File: src/rtl/nmc_pkg.sv
package nmc_pkg;

   // Total bytes allowed for '$', body and carriage return
   localparam int unsigned MaxSentence = 256;
   localparam logic [8:0]  LongLimit   = 9'(MaxSentence - 2);

   localparam logic [7:0] CharDollar = 8'h24;
   localparam logic [7:0] CharCr     = 8'h0D;
   localparam logic [7:0] CharStar   = 8'h2A;
   localparam logic [7:0] CharComma  = 8'h2C;
   localparam logic [7:0] OffsDigit  = 8'h30;
   localparam logic [7:0] OffsUpper  = 8'h37;
   localparam logic [7:0] OffsLower  = 8'h57;

   // star phase codes
   localparam logic [1:0] PhaseBody = 2'd0;
   localparam logic [1:0] PhaseHigh = 2'd1;
   localparam logic [1:0] PhaseLow  = 2'd2;
   localparam logic [1:0] PhaseDone = 2'd3;

   // sentence kind codes
   localparam logic [2:0] KindNone = 3'd0;
   localparam logic [2:0] KindGga  = 3'd1;
   localparam logic [2:0] KindGsa  = 3'd2;
   localparam logic [2:0] KindRmc  = 3'd3;
   localparam logic [2:0] KindGsv  = 3'd4;
   localparam logic [2:0] KindVtg  = 3'd5;

   typedef struct packed {
      logic       checksum_ok;
      logic [7:0] computed_sum;
      logic [7:0] received_sum;
      logic [7:0] field_separators;
      logic [7:0] sentence_size;
      logic [2:0] sentence_kind;
      logic       overflow_seen;
      logic       hex_error;
   } nmc_result_type;

   // bit 4 set when c is not a hex digit
   function automatic logic [4:0] hex_value(input logic [7:0] c);
      logic [7:0] d;
      d = 8'd0;
      if (c >= 8'h30 && c <= 8'h39) begin
         d = c - OffsDigit;
         return {1'b0, d[3:0]};
      end
      if (c >= 8'h41 && c <= 8'h46) begin
         d = c - OffsUpper;
         return {1'b0, d[3:0]};
      end
      if (c >= 8'h61 && c <= 8'h66) begin
         d = c - OffsLower;
         return {1'b0, d[3:0]};
      end
      return 5'h10;
   endfunction

   function automatic logic [2:0] kind_of(input logic [23:0] tri_chars);
      unique case (tri_chars)
         24'h474741: return KindGga;
         24'h475341: return KindGsa;
         24'h524D43: return KindRmc;
         24'h475356: return KindGsv;
         24'h565447: return KindVtg;
         default:    return KindNone;
      endcase
   endfunction

endpackage

File: src/rtl/nmc_parser.sv
module nmc_parser (
   input  logic                    clock,
   input  logic                    reset,
   input  logic                    byte_valid,
   input  logic [7:0]              rx_byte,
   input  logic                    check_enable,
   output logic                    result_valid,
   output nmc_pkg::nmc_result_type result
);
   import nmc_pkg::*;

   logic        in_sentence_ff, in_sentence_in;
   logic [7:0]  running_xor_ff, running_xor_in;
   logic [1:0]  star_phase_ff, star_phase_in;
   logic [3:0]  digit_high_ff, digit_high_in;
   logic [3:0]  digit_low_ff, digit_low_in;
   logic        digit_bad_ff, digit_bad_in;
   logic [7:0]  byte_count_ff, byte_count_in;
   logic [7:0]  comma_count_ff, comma_count_in;
   logic [15:0] prior_two_ff, prior_two_in;
   logic [2:0]  kind_found_ff, kind_found_in;
   logic        too_long_ff, too_long_in;

   logic        is_dollar, is_cr;
   logic [4:0]  hex_v;
   logic [2:0]  kind_now;
   logic [7:0]  rsum;
   logic        herr;

   assign is_dollar = (rx_byte == CharDollar);
   assign is_cr     = (rx_byte == CharCr);
   assign hex_v     = hex_value(rx_byte);
   assign kind_now  = kind_of({prior_two_ff, rx_byte});
   assign rsum      = {digit_high_ff, digit_low_ff};
   assign herr      = (star_phase_ff != PhaseDone) || digit_bad_ff;

   assign result_valid = byte_valid && !is_dollar && in_sentence_ff && is_cr && check_enable;

   always_comb begin
      result.checksum_ok      = !herr && !too_long_ff && (rsum == running_xor_ff);
      result.computed_sum     = running_xor_ff;
      result.received_sum     = rsum;
      result.field_separators = comma_count_ff;
      result.sentence_size    = byte_count_ff;
      result.sentence_kind    = kind_found_ff;
      result.overflow_seen    = too_long_ff;
      result.hex_error        = herr;
   end

   always_comb begin
      in_sentence_in = in_sentence_ff;
      running_xor_in = running_xor_ff;
      star_phase_in  = star_phase_ff;
      digit_high_in  = digit_high_ff;
      digit_low_in   = digit_low_ff;
      digit_bad_in   = digit_bad_ff;
      byte_count_in  = byte_count_ff;
      comma_count_in = comma_count_ff;
      prior_two_in   = prior_two_ff;
      kind_found_in  = kind_found_ff;
      too_long_in    = too_long_ff;
      if (byte_valid) begin
         if (is_dollar) begin
            in_sentence_in = 1'b1;
            running_xor_in = 8'd0;
            star_phase_in  = PhaseBody;
            digit_high_in  = 4'd0;
            digit_low_in   = 4'd0;
            digit_bad_in   = 1'b0;
            byte_count_in  = 8'd0;
            comma_count_in = 8'd0;
            prior_two_in   = 16'd0;
            kind_found_in  = KindNone;
            too_long_in    = 1'b0;
         end else if (in_sentence_ff && is_cr) begin
            in_sentence_in = 1'b0;
         end else if (in_sentence_ff) begin
            if ({1'b0, byte_count_ff} >= LongLimit) too_long_in = 1'b1;
            if (byte_count_ff != 8'hFF) byte_count_in = byte_count_ff + 8'd1;
            if (kind_now != KindNone &&
                (kind_found_ff == KindNone || kind_now < kind_found_ff)) begin
               kind_found_in = kind_now;
            end
            prior_two_in = {prior_two_ff[7:0], rx_byte};
            unique case (star_phase_ff)
               PhaseBody: begin
                  if (rx_byte == CharStar) begin
                     star_phase_in = PhaseHigh;
                  end else begin
                     running_xor_in = running_xor_ff ^ rx_byte;
                     if (rx_byte == CharComma && comma_count_ff != 8'hFF) begin
                        comma_count_in = comma_count_ff + 8'd1;
                     end
                  end
               end
               PhaseHigh: begin
                  if (hex_v[4]) digit_bad_in = 1'b1;
                  digit_high_in = hex_v[4] ? 4'd0 : hex_v[3:0];
                  star_phase_in = PhaseLow;
               end
               PhaseLow: begin
                  if (hex_v[4]) digit_bad_in = 1'b1;
                  digit_low_in  = hex_v[4] ? 4'd0 : hex_v[3:0];
                  star_phase_in = PhaseDone;
               end
               default: begin
               end
            endcase
         end
      end
   end

   always_ff @(posedge clock) begin
      if (reset) begin
         in_sentence_ff <= 1'b0;
         running_xor_ff <= 8'd0;
         star_phase_ff  <= PhaseBody;
         digit_high_ff  <= 4'd0;
         digit_low_ff   <= 4'd0;
         digit_bad_ff   <= 1'b0;
         byte_count_ff  <= 8'd0;
         comma_count_ff <= 8'd0;
         prior_two_ff   <= 16'd0;
         kind_found_ff  <= KindNone;
         too_long_ff    <= 1'b0;
      end else begin
         in_sentence_ff <= in_sentence_in;
         running_xor_ff <= running_xor_in;
         star_phase_ff  <= star_phase_in;
         digit_high_ff  <= digit_high_in;
         digit_low_ff   <= digit_low_in;
         digit_bad_ff   <= digit_bad_in;
         byte_count_ff  <= byte_count_in;
         comma_count_ff <= comma_count_in;
         prior_two_ff   <= prior_two_in;
         kind_found_ff  <= kind_found_in;
         too_long_ff    <= too_long_in;
      end
   end

endmodule

File: config.mk
export PLATFORM = sky130hd
export DESIGN_NAME = nmc_parser
export DESIGN_NICKNAME = d
export VERILOG_FILES = /design/src/rtl/nmc_pkg.sv /design/src/rtl/nmc_parser.sv
export SDC_FILE = /design/constraint.sdc
export NUM_CORES = 1
export LEC_CHECK = 0
export BUFFER_PORTS_ARGS = -buffer_cell sky130_fd_sc_hd__buf_2
export CAP_MARGIN = 10
export CORE_UTILIZATION = 51
export CTS_BUF_LIST = sky130_fd_sc_hd__clkbuf_8
export DETAILED_ROUTE_END_ITERATION = 12
export PLACE_DENSITY = 0.79
export SLEW_MARGIN = 20
export SYNTH_ARGS = -nofsm -noshare
export SYNTH_HDL_FRONTEND = slang
export SYNTH_SLANG_ARGS = --single-unit
File: constraint.sdc
create_clock -name clock -period 3.1 [get_ports clock]
set_input_delay 0.31 -clock clock [delete_from_list [all_inputs] [get_ports clock]]
set_output_delay 0.31 -clock clock [all_outputs]
set_load 0.02 [all_outputs]
======== Word level (Yosys, flattened, before mapping) ========
Cells that the tools add are included.
cells by class
  add/subtract/negate cells ............... 5
  magnitude comparators ................... 8
  eq/ne operators ......................... 18
  muxes and demuxes ....................... 60
  bitwise operators ....................... 1
  reduce and logical (&&, ||, !) cells .... 44
operator list
  cell                                                                                 count
  24-bit by 23-bit equality test with 1-bit output, second input constant              5
  8-bit two-way mux                                                                    15
  16-bit two-way mux                                                                   3
  4-bit two-way mux                                                                    9
  5-bit two-way mux                                                                    6
  8-bit by 6-bit equality test with 1-bit output, second input constant                3
  2-bit nonzero test                                                                   11
  4-bit AND reduction                                                                  5
  1-bit two-way mux                                                                    17
  8-bit by 1-bit adder with 8-bit output, second input constant                        2
  8-bit by 7-bit greater-or-equal comparator with 1-bit output, second input constant  2
  8-bit by 7-bit less-or-equal comparator with 1-bit output, second input constant     2
  8-bit != test, second input constant                                                 2
  3-bit case mux with 5 select lines                                                   1
  5-bit AND reduction                                                                  3
  1-bit logical AND                                                                    12
  3-bit two-way mux                                                                    4
  8-bit by 4-bit equality test with 1-bit output, second input constant                1
  8-bit equality test                                                                  1
  8-bit by 6-bit greater-or-equal comparator with 1-bit output, second input constant  1
  8-bit greater-or-equal comparator, second input constant                             1
  8-bit by 6-bit less-or-equal comparator with 1-bit output, second input constant     1
  2-bit two-way mux                                                                    4
  4-bit by 3-bit subtractor with 4-bit output, second input constant                   2
  18 further kinds                                                                     23
word-level totals
  register bits ........................... 56
  input port bits ......................... 12
  logic and storage cells ................. 147

======== Logic depth before layout (Yosys ltp) ========
  depth after elaboration ................. 14
  mapped depth ............................ 9
  depth with buffers taken out ............ 8

======== Worst setup path after synthesis ========
No wires, ideal clock.
  path type ............................... register -> register
  start point ............................. register prior_two_ff[13]
  end point ............................... register kind_found_ff[0]
  arrival time ............................ 2.437 ns
  path slack .............................. 0.539 ns
  stages on the path, launching flop included .. 9
  path buffers ............................ 0
  clock period less this slack ............ 2.561 ns
  path through ............................ dfxtp_1 > or3b_1 > or4_4 > or3_1 > o22ai_1 > ha_1 > o211ai_1 > o211ai_4 > mux2i_1
on the way
  cells in the longest elaborated chain, start to end .. 7
  elaborated cells between the ends (all ways) .. 16
  classes of those cells .................. 1 x order compare; 5 x eq/ne; 5 x mux; 5 x reduce/logical
RTL lines
  item                                              line               text
  from (decl)                                       nmc_parser.sv:20   logic [15:0] prior_two_ff, prior_two_in;
  from (signal assigned)                            nmc_parser.sv:135  prior_two_ff <= prior_two_in;
  24-bit by 23-bit equality test with 1-bit output  nmc_pkg.sv:60      unique case (tri_chars)
  3-bit case mux with 5 select lines (*)            nmc_pkg.sv:60
  3-bit less-than comparator                        nmc_parser.sv:81   (kind_found_ff == KindNone || kind_now < kind_found_ff)) begin
  1-bit logical OR                                  nmc_parser.sv:81
  1-bit logical AND                                 nmc_parser.sv:80   if (kind_now != KindNone &&
  2-bit nonzero test (no line)                      -
  4-bit AND reduction (no line)                     -
  to (signal assigned)                              nmc_parser.sv:124  kind_found_ff <= KindNone;
  to (signal assigned)                              nmc_parser.sv:136  kind_found_ff <= kind_found_in;
  to (decl)                                         nmc_parser.sv:21   logic [2:0] kind_found_ff, kind_found_in;
Every way passes the cells marked *; elsewhere a longest branch is shown, timed or not. The select of a mux whose other input is x is not followed.
A chain may end at the register's enable or synchronous reset.

======== Worst setup path after layout ========
  start point ............................. register prior_two_ff[14]
  end point ............................... register kind_found_ff[2]
The elaborated chain is that of the path after synthesis.

==> results by group <==
Status
  – Run status: completed

Clock network
  – CTS tree: done
  – Post CTS Setup Buffer Count: 0
  – Number of gates resized after cts: 0
  – Total of hold buffers inserted after clock tree synthesis: 0
  – Clock transition at path regs: 0.10 ns
  – Number of sinks driven by the clock tree: 56
  – Worst-Skew Late Latency: 0.32 ns
  – Root buffer cell: clkbuf_8
  – H-tree levels: 2
  – Inserted Clock Buffers: 5
  – Clock tree buffer depth: 2

Critical path
  – Kind of launch point of the worst setup path: flip-flop
  – Worst-path maximum fanout: 3
  – Worst R2R Setup Slack: 0.34 ns
  – Crit Path Class: reg2reg
  – Reg-to-reg startpoint: prior_two_ff[14]$_SDFFE_PP0P_
  – Crit. Startpoint: prior_two_ff[14]$_SDFFE_PP0P_
  – Capturing element type of the critical path: flip-flop
  – Number of cells traversed by the worst register-to-register path: 8
  – Worst endpoint required time: 3.31 ns
  – Reg2reg end: kind_found_ff[2]$_SDFFE_PP0P_
  – Setup crit end: kind_found_ff[2]$_SDFFE_PP0P_
  – Critical Path AT: 2.97 ns

Cells and area
  – Post-route design area: 3453 um^2
  – Layout Utilization: 61.21%
  – Highest-count cells in the layout ignoring fill and taps: dfxtp_1 (56), buf_2 (50), nand2_1 (43), nor2_1 (40), a21oi_1 (29)
  – P&R area growth vs syn: 13.44%
  – Final layout net count: 434
  – Fraction of final layout cells sized beyond drive strength 1: 18.83%
  – Most common cell after layout, fill and taps aside: dfxtp_1
  – Antenna diodes: 0

Yosys
  – Most instantiated flip-flop cell in the synthesis netlist: dfxtp_1
  – Gate Count Post-Synth: 362
  – Total standard cell area after synthesis: 3044 um^2
  – Post-synth cell types: 58
  – Number of flops mapped to enable cells by yosys: 0
  – Sequential share of the synthesized area: 36.83%
  – Post-synthesis sequential element count: 56
  – Synth Warn #: 0
  – Async set or reset register ratio after synthesis: 0%
  – Mean Syn Cell Area: 8.409 um^2
  – Post-synthesis net count: 388

Timing
  – Achievable frequency: 0.3619 GHz
  – RSZ-0062 raised after global routing: no
  – Setup TNS: 0 ns
  – Max-slew violation count: 0
  – Final critical delay including setup and external delays: 2.763 ns
  – Clock skew after layout: 0.006606 ns
  – Count of final setup violators: 0
  – Count of endpoints failing hold in the final timing report: 0
  – Setup slack of the critical path after layout: 0.3365 ns
  – Actual transition at the worst max-transition pin: 0.6916 ns
  – Final Cycle Share: 89.14%
  – Max transition margin: 53.79%

Routing
  – Routed wire length: 7145 um
  – Number of iterations in the first detailed-routing pass: 4
  – Number of remaining DRC errors: 0
  – Number of vias in the routed layout: 2,721
  – Vias per Instance: 5.657
  – Number of nets with antenna violations after detailed routing: 0
  – First-iteration detailed-routing DRC count: 201
  – Wire length per cell after detailed routing: 14.85 um

Floorplanning
  – Die extent in x: 79.26 um
  – Full die area: 6282 um^2
  – Die height: 79.26 um
  – Placement row count: 27
  – Std-Cell Core Area: 5642 um^2
  – Starting density of the core: 53.96%
  – IO Pins: 51

Placed design
  – Port Buffers: 50
  – Placement-stage worst setup slack: 0.3593 ns
  – Cell Area, Placed: 3357 um^2
  – Detailed placement HPWL: 5251 um
  – Gpl congestion: 0.8101

Hold path
  – Min-Delay Path Class: in2reg

Power and ir drop
  – Power per unit of standard cell area: 352.5 nW/um^2
  – Leakage Power: 1.390 nW
  – Max rail drop VDD: 0.2293 mV

Job
  – Max-cap check violation count: 0

Global routing
  – Number of global-route vias before repair: 2,502
  – Wire length of the first global-routing pass: 11,920 um
  – Total congestion overflow after global routing: 0
  – Initial antenna violation count: 0
  – Total Routing Usage GR: 24.05%
  – Maximum number of pins on one net before global-route repair: 34
worst min-delay path by stage:
stage / end / slack, ns / startpoint / cells past startpoint
4_1_cts: in_sentence_ff$_SDFFE_PP0P_ / 0.28 / byte_valid / 2
6_report: in_sentence_ff$_SDFFE_PP0P_ / 0.28 / byte_valid / 2
2_1_floorplan: prior_two_ff[14]$_SDFFE_PP0P_ / 0.43 / prior_two_ff[14]$_SDFFE_PP0P_ / 2
3_3_place_gp: prior_two_ff[14]$_SDFFE_PP0P_ / 0.44 / prior_two_ff[14]$_SDFFE_PP0P_ / 2
3_5_place_dp: prior_two_ff[13]$_SDFFE_PP0P_ / 0.45 / prior_two_ff[13]$_SDFFE_PP0P_ / 2
5_1_grt: prior_two_ff[1]$_SDFFE_PP0P_ / 0.31 / rx_byte[1] / 3
worst max-delay path, stage by stage (launching register included):
cell	delay [ns]
dfxtp_1	0.34
or3b_1	0.39
or4_4	0.56
or3_1	0.36
o22ai_1	0.21
ha_1	0.28
o211ai_1	0.26
o211ai_4	0.13
mux2i_1	0.14
final cells by class:
type / count / area [um^2]
Multi-Input combinational cell: 274 / 1790
Fill cell: 518 / 2188
Clock inverter: 2 / 13.76
Timing Repair Buffer: 57 / 302.8
Tap cell: 72 / 90.09
Sequential cell: 56 / 1121
Inverter: 14 / 52.55
Clock buffer: 6 / 82.58
stage by stage:
| step | std cells | hold slack, ns | total power, mW |
|---|---|---|---|
| detailed placement | 473 | 0.4473 | 0.8007 |
| CTS | 481 | 0.2830 | 1.221 |
| floorplan | 362 | 0.4266 | 0.7766 |
| finish | 481 | 0.2829 | 1.217 |
| global placement | 473 | 0.4363 | 0.7998 |
| global route | 481 | 0.3117 | 1.260 |
state kept, by name, summed over array words and instances (netlist names):
| register | cells |
|---|---|
| byte_count_ff | 8 |
| comma_count_ff | 8 |
| digit_bad_ff | 1 |
| digit_high_ff | 4 |
| digit_low_ff | 4 |
| in_sentence_ff | 1 |
| kind_found_ff | 3 |
| prior_two_ff | 16 |
| running_xor_ff | 8 |
| star_phase_ff | 2 |
| too_long_ff | 1 |
cell usage after synthesis (3+ instances only):
cell type / n / area share (%)
dfxtp_1: 56 / 37
nand2_1: 43 / 5.3
nor2_1: 40 / 4.9
a21oi_1: 29 / 4.8
nand3_1: 22 / 3.6
ha_1: 14 / 5.8
inv_1: 14 / 1.7
xor2_1: 14 / 4.0
xnor2_1: 13 / 3.7
mux2i_1: 12 / 3.9
clkbuf_1: 11 / 1.4
nor3_1: 8 / 1.3
nor4b_1: 7 / 2.0
nand4_1: 6 / 1.2
nand2b_1: 5 / 1.0
or3_1: 5 / 1.0
buf_4: 4 / 0.99
nor3b_1: 3 / 0.74
o31ai_1: 3 / 0.74
power breakdown:
group          leakage, nW  total [mW]  switching (mW)  internal, mW
registers            0.451       0.720        0.000768         0.720
clock network       0.0516       0.432           0.248         0.183
logic                0.887      0.0652          0.0451        0.0202
routing by layer:
metal	global-route usage, %	routed length (um)
met3	4.368	379
met1	31.33	3257
met2	40.17	3411
met5	0	0
met4	7.273	96
kinds of logic after synthesis:
| family | share of synthesized area (%) |
|---|---|
| AO/OA/AOI/OAI | 11.30 |
| XOR/XNOR | 7.768 |
| adder cells (fa/ha/maj) | 5.754 |
| buffers and inverters | 4.521 |
| flip-flops | 36.83 |
| multiplexers | 4.686 |
| AND/OR/NAND/NOR | 29.14 |
Note: power is estimated with default switching activity, not from simulation.
